<file path="src/sv/tspb_pkg.sv">
// shared types, constants and helpers for the tcp probe header builder
// no dependencies; imported by every module of the block
package tspb_pkg;

  localparam int WordW    = 32;
  localparam int HalfW    = 16;
  localparam int KindW    = 3;
  localparam int IdxW     = 3;
  localparam int FlagW    = 6;
  localparam int PsumW    = 19;  // 4 halves plus constant
  localparam int SumW     = 20;  // 10 halves plus constant
  localparam int FoldW    = 17;
  localparam int QDepth   = 2;
  localparam int QPtrW    = 1;
  localparam int QCntW    = 2;

  localparam logic [HalfW-1:0] WindowReset = 16'd5840;
  localparam logic [3:0]       DataOffset  = 4'd5;
  localparam logic [PsumW-1:0] PseudoConst = 19'd26;  // protocol 6 plus length 20

  localparam logic [IdxW-1:0] WordPorts  = 3'd0;
  localparam logic [IdxW-1:0] WordSeq    = 3'd1;
  localparam logic [IdxW-1:0] WordAck    = 3'd2;
  localparam logic [IdxW-1:0] WordCtl    = 3'd3;
  localparam logic [IdxW-1:0] WordCsum   = 3'd4;

  localparam logic [KindW-1:0] KindSyn  = 3'd0;
  localparam logic [KindW-1:0] KindAck  = 3'd1;
  localparam logic [KindW-1:0] KindFin  = 3'd2;
  localparam logic [KindW-1:0] KindXmas = 3'd3;

  localparam logic [FlagW-1:0] FlagFin = 6'h01;
  localparam logic [FlagW-1:0] FlagSyn = 6'h02;
  localparam logic [FlagW-1:0] FlagPsh = 6'h08;
  localparam logic [FlagW-1:0] FlagAck = 6'h10;
  localparam logic [FlagW-1:0] FlagUrg = 6'h20;

  typedef struct packed {
    logic [HalfW-1:0] source_port;
    logic [HalfW-1:0] target_port;
    logic [WordW-1:0] sequence_number;
    logic [FlagW-1:0] flags;
    logic [PsumW-1:0] psum;
  } probe_t;

  typedef struct packed {
    logic full;
    logic empty;
  } q_status_t;

  function automatic logic [FlagW-1:0] kind_flags(input logic [KindW-1:0] kind);
    logic [FlagW-1:0] f;
    case (kind)
      KindSyn:  f = FlagSyn;
      KindAck:  f = FlagAck;
      KindFin:  f = FlagFin;
      KindXmas: f = FlagFin | FlagPsh | FlagUrg;
      default:  f = '0;
    endcase
    return f;
  endfunction

endpackage

</file>
<file path="src/sv/tspb_front.sv">
// front end: takes probe requests, maps scan kind to flags and sums the pseudo-header
// depends on tspb_pkg
module tspb_front (
  input  logic                        clk,
  input  logic                        rst,
  input  logic                        start,
  output logic                        busy,
  input  logic [31:0]                 source_address,
  input  logic [31:0]                 target_address,
  input  logic [15:0]                 source_port,
  input  logic [15:0]                 target_port,
  input  logic [31:0]                 sequence_number,
  input  logic [2:0]                  scan_kind,
  input  tspb_pkg::q_status_t         q_status,
  output logic                        push,
  output tspb_pkg::probe_t            push_data
);
  import tspb_pkg::*;

  logic   f_valid;
  probe_t f_entry;
  logic   accept;
  logic [PsumW-1:0] psum_next;

  assign busy   = f_valid && q_status.full;
  assign accept = start && !busy;
  assign push   = f_valid && !q_status.full;
  assign push_data = f_entry;

  assign psum_next = PsumW'(source_address[31:16]) + PsumW'(source_address[15:0])
                   + PsumW'(target_address[31:16]) + PsumW'(target_address[15:0])
                   + PseudoConst;

  always_ff @(posedge clk) begin
    if (rst) begin
      f_valid <= 1'b0;
    end else if (accept) begin
      f_valid <= 1'b1;
    end else if (push) begin
      f_valid <= 1'b0;
    end
  end

  always_ff @(posedge clk) begin
    if (accept) begin
      f_entry.source_port     <= source_port;
      f_entry.target_port     <= target_port;
      f_entry.sequence_number <= sequence_number;
      f_entry.flags           <= kind_flags(scan_kind);
      f_entry.psum            <= psum_next;
    end
  end

endmodule

</file>
<file path="src/sv/tspb_queue.sv">
// two-entry request queue between front and back
// depends on tspb_pkg
module tspb_queue (
  input  logic                clk,
  input  logic                rst,
  input  logic                push,
  input  tspb_pkg::probe_t    push_data,
  input  logic                pop,
  output tspb_pkg::probe_t    head,
  output tspb_pkg::q_status_t status
);
  import tspb_pkg::*;

  probe_t            mem [QDepth];
  logic [QPtrW-1:0]  wr_ptr;
  logic [QPtrW-1:0]  rd_ptr;
  logic [QCntW-1:0]  count;

  assign status.full  = (count == QCntW'(QDepth));
  assign status.empty = (count == '0);
  assign head = mem[rd_ptr];

  always_ff @(posedge clk) begin
    if (push) begin
      mem[wr_ptr] <= push_data;
    end
  end

  always_ff @(posedge clk) begin
    if (rst) begin
      wr_ptr <= '0;
      rd_ptr <= '0;
      count  <= '0;
    end else begin
      if (push) begin
        wr_ptr <= wr_ptr + 1'b1;
      end
      if (pop) begin
        rd_ptr <= rd_ptr + 1'b1;
      end
      case ({push, pop})
        2'b10:   count <= count + 1'b1;
        2'b01:   count <= count - 1'b1;
        default: count <= count;
      endcase
    end
  end

endmodule

</file>
<file path="src/sv/tspb_back.sv">
// back end: walks the five header words of the head request and finishes the checksum
// depends on tspb_pkg
module tspb_back (
  input  logic                clk,
  input  logic                rst,
  input  tspb_pkg::probe_t    head,
  input  tspb_pkg::q_status_t q_status,
  input  logic [15:0]         window_size,
  output logic                pop,
  output logic                valid,
  output logic [31:0]         header_word,
  output logic [2:0]          word_index,
  output logic                last_word
);
  import tspb_pkg::*;

  logic              active;
  logic [IdxW-1:0]   idx;
  logic [SumW-1:0]   sum_r;
  logic [FoldW-1:0]  fold_r;
  logic [HalfW-1:0]  ck_r;
  logic [HalfW-1:0]  ctl_half;
  logic [SumW-1:0]   sum_next;
  logic [WordW-1:0]  word;

  assign active   = !q_status.empty;
  assign pop      = active && (idx == WordCsum);
  assign ctl_half = {DataOffset, 6'b0, head.flags};

  assign sum_next = SumW'(head.psum)
                  + SumW'(head.source_port) + SumW'(head.target_port)
                  + SumW'(head.sequence_number[31:16]) + SumW'(head.sequence_number[15:0])
                  + SumW'(ctl_half) + SumW'(window_size);

  always_comb begin
    case (idx)
      WordPorts: word = {head.source_port, head.target_port};
      WordSeq:   word = head.sequence_number;
      WordAck:   word = '0;
      WordCtl:   word = {ctl_half, window_size};
      WordCsum:  word = {ck_r, 16'h0000};
      default:   word = '0;
    endcase
  end

  always_ff @(posedge clk) begin
    if (rst) begin
      idx   <= WordPorts;
      valid <= 1'b0;
    end else begin
      valid <= active;
      if (active) begin
        idx <= (idx == WordCsum) ? WordPorts : idx + 1'b1;
      end
    end
  end

  // checksum folds over the first three words of each header
  always_ff @(posedge clk) begin
    if (active) begin
      header_word <= word;
      word_index  <= idx;
      last_word   <= (idx == WordCsum);
      if (idx == WordPorts) begin
        sum_r <= sum_next;
      end
      if (idx == WordSeq) begin
        fold_r <= FoldW'(sum_r[15:0]) + FoldW'(sum_r[19:16]);
      end
      if (idx == WordAck) begin
        ck_r <= ~(fold_r[15:0] + HalfW'(fold_r[16]));
      end
    end
  end

endmodule

</file>
<file path="src/sv/tcp_scan_probe_header_builder_core.sv">
// top level of the tcp probe header builder
// depends on tspb_pkg, tspb_front, tspb_queue, tspb_back
//
// usage:
//   a probe request (addresses, ports, sequence number, scan kind) is taken
//   at a clock edge where start is high and busy is low.
//   each request yields five 32-bit header words in network order, one per
//   cycle on header_word, with word_index 0..4 and last_word on word 4,
//   each marked by valid for exactly one cycle. the receiver cannot stall.
//   word 0 passes through the front register, a queue entry and the back
//   end's output register; the five words then follow on consecutive cycles.
//   the back end has a single-word output path and finishes one header
//   before it starts the next. a front register and a two-entry queue let
//   requests be taken back to back until they fill; busy then holds.
//   window_size is written through window_we / window_wdata; the user must
//   do so only while idle, the block does not enforce it. synchronous reset
//   (rst) empties the queue, drops pending requests and sets window to 5840.
//
module tcp_scan_probe_header_builder_core (
  input  logic        clk,
  input  logic        rst,
  input  logic        start,
  output logic        busy,
  input  logic [31:0] source_address,
  input  logic [31:0] target_address,
  input  logic [15:0] source_port,
  input  logic [15:0] target_port,
  input  logic [31:0] sequence_number,
  input  logic [2:0]  scan_kind,
  input  logic        window_we,
  input  logic [15:0] window_wdata,
  output logic        valid,
  output logic [31:0] header_word,
  output logic [2:0]  word_index,
  output logic        last_word
);
  import tspb_pkg::*;

  logic [HalfW-1:0] window_size;
  q_status_t        q_status;
  logic             push;
  logic             pop;
  probe_t           push_data;
  probe_t           head;

  always_ff @(posedge clk) begin
    if (rst) begin
      window_size <= WindowReset;
    end else if (window_we) begin
      window_size <= window_wdata;
    end
  end

  tspb_front u_front (
    .clk             (clk),
    .rst             (rst),
    .start           (start),
    .busy            (busy),
    .source_address  (source_address),
    .target_address  (target_address),
    .source_port     (source_port),
    .target_port     (target_port),
    .sequence_number (sequence_number),
    .scan_kind       (scan_kind),
    .q_status        (q_status),
    .push            (push),
    .push_data       (push_data)
  );

  tspb_queue u_queue (
    .clk       (clk),
    .rst       (rst),
    .push      (push),
    .push_data (push_data),
    .pop       (pop),
    .head      (head),
    .status    (q_status)
  );

  tspb_back u_back (
    .clk         (clk),
    .rst         (rst),
    .head        (head),
    .q_status    (q_status),
    .window_size (window_size),
    .pop         (pop),
    .valid       (valid),
    .header_word (header_word),
    .word_index  (word_index),
    .last_word   (last_word)
  );

  // words of one header come out on consecutive cycles
  a_word_seq: assert property (@(posedge clk) disable iff (rst)
    valid && !last_word |=> valid && (word_index == $past(word_index) + 3'd1))
    else $error("header words not consecutive");

  a_last_pos: assert property (@(posedge clk) disable iff (rst)
    valid |-> (last_word == (word_index == WordCsum)))
    else $error("last_word out of place");

  a_busy_full: assert property (@(posedge clk) disable iff (rst)
    busy |-> q_status.full && !q_status.empty)
    else $error("busy without full queue");

  a_pop_nonempty: assert property (@(posedge clk) disable iff (rst)
    pop |-> !q_status.empty)
    else $error("pop from empty queue");

endmodule
</file>
<file path="config.mk">
export PLATFORM = sky130hd
export DESIGN_NAME = tcp_scan_probe_header_builder_core
export DESIGN_NICKNAME = d
export VERILOG_FILES = /design/src/sv/tspb_pkg.sv /design/src/sv/tspb_front.sv /design/src/sv/tspb_queue.sv /design/src/sv/tspb_back.sv /design/src/sv/tcp_scan_probe_header_builder_core.sv
export SDC_FILE = /design/constraint.sdc
export NUM_CORES = 1
export LEC_CHECK = 0
export BUFFER_PORTS_ARGS = -buffer_cell sky130_fd_sc_hd__buf_2
export CORE_MARGIN = 4
export CORE_UTILIZATION = 28
export CTS_BUF_LIST = sky130_fd_sc_hd__clkbuf_4 sky130_fd_sc_hd__clkbuf_8 sky130_fd_sc_hd__clkbuf_16
export DETAILED_ROUTE_END_ITERATION = 6
export PLACE_DENSITY_LB_ADDON = 0.08
export RECOVER_POWER = 25
export SYNTH_ARGS = -nofsm -noshare
export SYNTH_HDL_FRONTEND = slang
export SYNTH_SLANG_ARGS = --single-unit
</file>
<file path="constraint.sdc">
create_clock -name clk -period 7.4 [get_ports clk]
set_clock_uncertainty 0.1 [all_clocks]
set_input_delay 0.37 -clock clk [delete_from_list [all_inputs] [get_ports clk]]
set_output_delay 0.37 -clock clk [all_outputs]
set_load 0.005 [all_outputs]
</file>
==> results.md, run 1 <==
- Status: finished, final reports clean
- Post-route minimum period: 5.815 ns
- CTS tree: done
- First-pass GRT wire length: 73020 um
- Total number of vias: 11100
- Synth area leader: edfxtp_1
- Clock Latency Late Sink: 0.57 ns
- Die Span Y: 265.9 um
- Slew HR: 0.2858
- Synth cell types: 61
- Vias in the first global route: 11860
- Worst min-delay path category: in -> reg
- Top cell by count, worst path: fa_1
- Area of the multi-input gates: 0.006999 mm2
- Die area: 0.07071 mm2
- CP max stage delay: 0.72 ns
- VDD IR max: 0.1769 mV
- Syn Inst Count: 1317
- WP data required: 7.59 ns
- Post-synth EDFFs: 350
- Largest net degree at the start of global routing: 63
- Fin. Hold Viols: 0
- Num CTS Buffers: 42
- Clock transition at path regs: 0.06 ns
- Kind of critical path: reg -> reg
- PwrDens: 340.8 mW/mm2
- Asr flop ratio synth: 0
- Root buf cell: clkbuf_16
- Register area: 0.01103 mm2
- Die width: 265.9 um
- Lkg Pwr: 8.761 nW
- Filler Cell Count: 6524
- Max frequency: 0.1720 GHz
- Max_cap viols: 0
- Top-count cell post-synth: edfxtp_1
- Worst-path cell chain: buf_4 > mux2_2 > fa_1 > fa_1 > fa_1 > fa_1 > ha_1 > nor2b_1 > o31a_1 > nor4_1 > o31ai_1 > o21a_1 > a311oi_1 > xnor2_1
- Gr usage total: 0.1370
- Syn nets: 1650
- CTS-repair resized insts: 0
- Unrepaired setup endpoints after global routing: no
- Residual DRC: 0
- Fin crit share: 0.7857
- Clock Sinks: 376
- Routed WL: 48820 um
- Share of layout cells above drive strength 1: 0.2006
- Placement Setup Slack: 1.591 ns
- Seq cells post-synth: 376
- Number of port buffers: 188
- Crit-path max FO: 31
- Crit path DAT: 6.01 ns
- Final setup viols: 0
- Routed Antenna Nets: 0
- WL/cell: 19.41 um
- Initial DRC count: 568
- Core area: 0.06586 mm2
- Post-DP HPWL: 36560 um
- First-pass iteration count of the detailed router: 5
- Starting Density: 0.2828
- Final Max Tran Viols: 0
- Top post-synthesis cells by count: 350 x edfxtp_1, 131 x inv_1, 96 x ha_1, 88 x nor2_1, 86 x fa_1
- NumNets Final: 1951
- Io pins: 189
- Initial antenna violation count: 4
- Area Growth Syn to Fin: 23.19%
- Primary FF master, synth: edfxtp_1
- Clock Path Buffers: 3
- Seq/Total Area, Yosys: 0.5922
- Gr ovfl total: 0
- Setup TNS: 0 ns
- Final Wtd Congestion: 0.8297
- Post-CTS Setup Bufs: 0
- CP startpoint kind: register
- Synth top area cells: edfxtp_1 56%, fa_1 9.2%, ha_1 6.4%
- Element type at the critical path end: register
- Setup ws final: 1.585 ns
- Worst-Margin Slew: 1.071 ns
- Row count: 94
- Synth warn: 0
- DR vias/cell: 4.413
- CP max stage cell: dfxtp_4
- Cts hold-fix bufs: 83
- H-Tree Depth: 2
- Avg Synthesized Cell Area: 14.14 um2
- Area share of the largest cell type after synthesis: 0.5643
- Core Util, Final: 0.3484
- Cell area after synthesis: 0.01863 mm2
[critical path: cells and delay by family (launching register included)]
| kind | cells | cell delay, ns |
|---|---|---|
| adder cells (fa/ha/maj) | 5 | 2.36 |
| AO/OA/AOI/OAI | 4 | 1.07 |
| flip-flops | 1 | 0.72 |
| AND/OR/NAND/NOR | 2 | 0.49 |
| multiplexers | 1 | 0.38 |
| buffers and inverters | 1 | 0.31 |
| XOR/XNOR | 1 | 0.10 |
[path summary, 6_finish.rpt]
path | start | to | slack [ns] | cells after the start
max | register | u_back.sum_r[19] | 1.59 | 14
min | scan_kind[2] | u_front.push_data[19] | 0.05 | 2
max reg2reg | register | u_back.sum_r[19] | 1.59 | 14
min reg2reg | u_front.push_data[14] | u_queue.mem[0][14] | 0.34 | 0
[per-stage QoR]
| stage | power, mW | hold WS (ns) | std cells | area, um2 |
|---|---|---|---|---|
| after detailed placement | 5.733 | 0.3336 | 2355 | 20690 |
| after global placement | 5.742 | 0.3254 | 2355 | 20690 |
| after CTS | 7.957 | 0.006362 | 2514 | 22950 |
| after floorplan | 4.931 | 0.3215 | 1317 | 18630 |
| after global routing | 8.388 | 0.02995 | 2515 | 22940 |
| final | 7.820 | 0.05317 | 2516 | 22950 |
[placed cells by master (no fill, tap or decap), types with 7 or more instances in the layout]
cell / n
buf_2: 184
and3_1: 11
o21a_1: 8
xor2_1: 24
nor3_1: 13
o211ai_1: 11
a21oi_1: 49
nand4_1: 8
dfxtp_1: 25
fa_1: 86
nand2b_1: 14
o21ai_0: 31
mux2i_1: 70
xnor2_1: 46
buf_4: 19
nand3_1: 16
nor2_1: 87
inv_1: 130
mux2_2: 28
o221a_2: 10
edfxtp_1: 350
nand2_1: 61
dlygate4sd3_1: 83
nor2b_1: 17
clkbuf_16: 42
a21o_1: 13
clkinv_2: 7
ha_1: 96
[power by group]
part	internal [mW]	leakage, nW	switching [mW]
sequential	2.76	3.49	0.116
combinational	1.21	4.57	1.60
clock	1.29	0.703	0.841
total	5.26	8.76	2.56
[cell type report]
cell class                 instances  share of cell area
antenna                            2           0.0002181
clock buffer                      53             0.05077
clock inverter                    23             0.01134
inverter                         131             0.02143
multi-input combinational        777              0.3050
sequential                       376              0.4809
tap                              864             0.04711
timing repair buffer             290             0.08321
[kinds of logic after synthesis]
logic type               synth area share
AO/OA/AOI/OAI                     0.06852
XOR/XNOR                          0.03291
adder cells (fa/ha/maj)            0.1569
buffers and inverters             0.03345
flip-flops                         0.5922
multiplexers                      0.05454
AND/OR/NAND/NOR                   0.06146
[routing by layer]
metal  track usage  vias to the layer above  wire, um
li1              -                     5357         -
met1        0.1748                     5460     21180
met2        0.2442                      226     24740
met3       0.02253                       58      1994
met4       0.03224                        2       903
met5             0                        -         7
[sequential cells by signal, summed over array words and instances (netlist names), named ones only]
| signal | flops |
|---|---|
| u_queue.mem | 174 |
| u_front.push_data | 87 |
| u_back.header_word | 32 |
| u_back.sum_r | 20 |
| u_back.fold_r | 17 |
| u_back.ck_r | 16 |
| window_size | 16 |
| u_back.idx | 3 |
| u_back.word_index | 3 |
| u_queue.count | 2 |
| u_back.last_word | 1 |
| u_back.valid | 1 |
| u_front.f_valid | 1 |
| u_queue.rd_ptr | 1 |
| u_queue.wr_ptr | 1 |
No activity file was read; power rests on OpenSTA's default activity.
==> run 2: changes to the inputs <==
Settings changed: ABC_AREA set to 1.
Clock period 7.4 ns to 5.1 ns, I/O delays scaled along.
==> run 2 against run 1 <==
  * Via count up 13%
  * Sequential power up 45%
  * Cell count up 16%
  * Die area up 3.7%
==> results.md, run 2 <==
- Worst-Margin Slew: 0.9672 ns (was 1.071 ns)
- Unrepaired setup endpoints after global routing: no (unchanged)
- Avg Synthesized Cell Area: 11.45 um2 (was 14.14 um2)
- Die width: 270.8 um (was 265.9 um)
- Crit-path max FO: 12 (was 31)
- Gr usage total: 0.1499 (was 0.1370)
- Commonest cells after routing, fill and taps aside: 352 x nand2_1, 350 x edfxtp_1, 292 x inv_1, 185 x buf_2, 96 x ha_1 (was 350 x edfxtp_1, 184 x buf_2, 130 x inv_1, 96 x ha_1, 87 x nor2_1)
- PwrDens: 495.8 mW/mm2 (was 340.8 mW/mm2)
- Total power draw: 11.83 mW (was 7.820 mW)
- Synth warn: 0 (unchanged)
- Max frequency: 0.2085 GHz (was 0.1720 GHz)
- Element type at the critical path end: register (unchanged)
- Kind of critical path: reg -> reg (unchanged)
- DR vias/cell: 4.288 (was 4.413)
- Seq cells post-synth: 376 (unchanged)
- Final Max Tran Viols: 0 (unchanged)
- Syn Inst Count: 1689 (was 1317)
- Die area: 0.07332 mm2 (was 0.07071 mm2)
- Area Growth Syn to Fin: 23.39% (was 23.19%)
- Largest net degree at the start of global routing: 50 (was 63)
- Final setup viols: 0 (unchanged)
- Number of flip-flops in the largest register: 174 (unchanged)
- Primary FF master, synth: edfxtp_1 (unchanged)
- Residual DRC: 0 (unchanged)
- VDD IR max: 0.2437 mV (was 0.1769 mV)
- Seq/Total Area, Yosys: 0.5705 (was 0.5922)
- Clock Latency Late Sink: 0.57 ns (about the same)
- CTS tree: done (unchanged)
- Top post-synthesis cells by count: 352 x nand2_1, 350 x edfxtp_1, 294 x inv_1, 96 x ha_1, 86 x fa_1 (was 350 x edfxtp_1, 131 x inv_1, 96 x ha_1, 88 x nor2_1, 86 x fa_1)
- Cell area after synthesis: 0.01934 mm2 (was 0.01863 mm2)
- Crit path DAT: 4.99 ns (was 6.01 ns)
- Io pins: 189 (unchanged)
- Clock Path Buffers: 3 (unchanged)
- Routed WL: 55100 um (was 48820 um)
- Post-synth EDFFs: 350 (unchanged)
- Synth area leader: edfxtp_1 (unchanged)
- CP startpoint kind: register (unchanged)
- Number of port buffers: 188 (unchanged)
- Row count: 96 (was 94)
- Total number of vias: 12550 (was 11100)
- First-pass iteration count of the detailed router: 5 (unchanged)
- Share of layout cells above drive strength 1: 0.1586 (was 0.2006)
- Final Wtd Congestion: 0.8162 (was 0.8297)
- Vias in the first global route: 13330 (was 11860)
- Leading cell type in the layout, fill and taps excluded: nand2_1 (was edfxtp_1)
- Starting Density: 0.2824 (was 0.2828)
- Initial antenna violation count: 2 (was 4)
- NumNets Final: 2341 (was 1951)
- Lkg Pwr: 10.07 nW (was 8.761 nW)
- Clock transition at path regs: 0.06 ns (about the same)
- Fin crit share: 0.9404 (was 0.7857)
- Slew HR: 0.3484 (was 0.2858)
- Asr flop ratio synth: 0 (unchanged)
- H-Tree Depth: 2 (unchanged)
- Clock Sinks: 376 (unchanged)
- Synth top area cells: edfxtp_1 54%, fa_1 8.9%, nand2_1 6.8% (was edfxtp_1 56%, fa_1 9.2%, ha_1 6.4%)
- Num CTS Buffers: 44 (was 42)
- Post-route minimum period: 4.796 ns (was 5.815 ns)
- Top-count cell post-synth: nand2_1 (was edfxtp_1)
- Root buf cell: clkbuf_16 (unchanged)
- Worst min-delay path category: in -> reg (unchanged)
- Post-DP HPWL: 41700 um (was 36560 um)
- Max_cap viols: 0 (unchanged)
- Area share of the largest cell type after synthesis: 0.5435 (was 0.5643)
- Status: finished, final reports clean (unchanged)
- Die Span Y: 270.8 um (was 265.9 um)
- WL/cell: 18.83 um (was 19.41 um)
- Syn nets: 2022 (was 1650)
- WP data required: 5.30 ns (was 7.59 ns)
- Gr ovfl total: 0 (unchanged)
- Synth cell types: 45 (was 61)
- Initial DRC count: 613 (was 568)
- Top reg by flops: u_queue.mem (unchanged)
- Routed Antenna Nets: 0 (unchanged)
- Setup TNS: 0 ns (unchanged)
- Core area: 0.06847 mm2 (was 0.06586 mm2)
- Fin. Hold Viols: 0 (unchanged)
- First-pass GRT wire length: 83210 um (was 73020 um)
==> run 2: changes by cell type after synthesis, moves of 17 or more <==
cell      delta
nand2_1    +291
inv_1      +163
mux2i_1     -55
o21ai_1     +42
nand3_1     +36
xnor2_1     -29
a21oi_1     +27
nor2_1      -26
o21ai_0     +25
nor2b_1     -19
clkbuf_1    -17
==> run 2: worst paths after layout <==
kind	startpoint	to	slack [ns]	cells after the start
max	register	u_back.sum_r[12]	0.30	17
max reg2reg	register	u_back.sum_r[12]	0.30	17
min reg2reg	u_front.push_data[2]	u_queue.mem[1][2]	0.34	0
min	rst	u_front.f_valid	0.05	3
==> run 2: kinds of logic after synthesis <==
kind of cell / count (synthesis) / share of synthesized area
simple gates: 506 / 0.1066
fa+ha+maj: 182 / 0.1512
mux: 32 / 0.01786
compound gates: 215 / 0.06225
xor+xnor: 50 / 0.02265
flops: 376 / 0.5705
buf+inv: 328 / 0.06904
==> run 2: worst max-delay path, stage by stage (launching register included) <==
cell	delay [ns]
dfxtp_4	0.43
o21ai_0	0.61
fa_1	0.54
fa_1	0.49
inv_1	0.05
fa_1	0.52
inv_1	0.05
fa_1	0.50
inv_1	0.05
ha_1	0.35
a21oi_1	0.22
nor2_1	0.06
nor2_1	0.08
nand2_1	0.15
nand2_1	0.15
nand2_1	0.06
nand2_1	0.06
nand2_1	0.07
==> run 2: area by class of cell <==
type,instances,area (um2)
diodes,1,2.502
clock buffers,54,1236
clock inverters,27,295.3
fillers,6882,44610
inverters,297,1117
multi-input cells,985,6993
flip-flops and latches,376,11030
well taps,882,1104
repair buffers,304,2077
==> run 2: timing repair <==
action,CTS,global route
hold buffers,88,0
gates cloned,0,0
resized for setup,0,1
hold endpoints to repair,86,0
setup buffers,1,1
endpoints found under the setup margin,1,8
==> run 2: metal layers <==
| layer | track usage | share of wire | wire, um |
|---|---|---|---|
| met3 | 0.02474 | 0.037 | 2038 |
| met5 | 0 | 0.00013 | 7 |
| met4 | 0.03109 | 0.016 | 893 |
| met2 | 0.2628 | 0.49 | 27180 |
| met1 | 0.1963 | 0.45 | 24980 |
==> run 2: stage by stage <==
step	area, um2	utilization	cells	setup slack, ns	hold slack, ns
floorplan	19340	-	1689	0.1333	0.2539
global placement	21410	0.3126	2754	-0.02477	0.3250
detailed placement	21410	0.3126	2754	-0.04887	0.3311
CTS	23850	0.3483	2924	0.08070	0.01861
global route	23860	0.3485	2926	0.01337	0.05193
finish	23860	0.3485	2926	0.3040	0.05025
==> run 2: power breakdown <==
part / switching [mW] / total (mW) / internal [mW]
Sequential: 0.172 / 4.17 / 4.00
Combinational: 2.75 / 4.34 / 1.59
Clock: 1.29 / 3.32 / 2.03
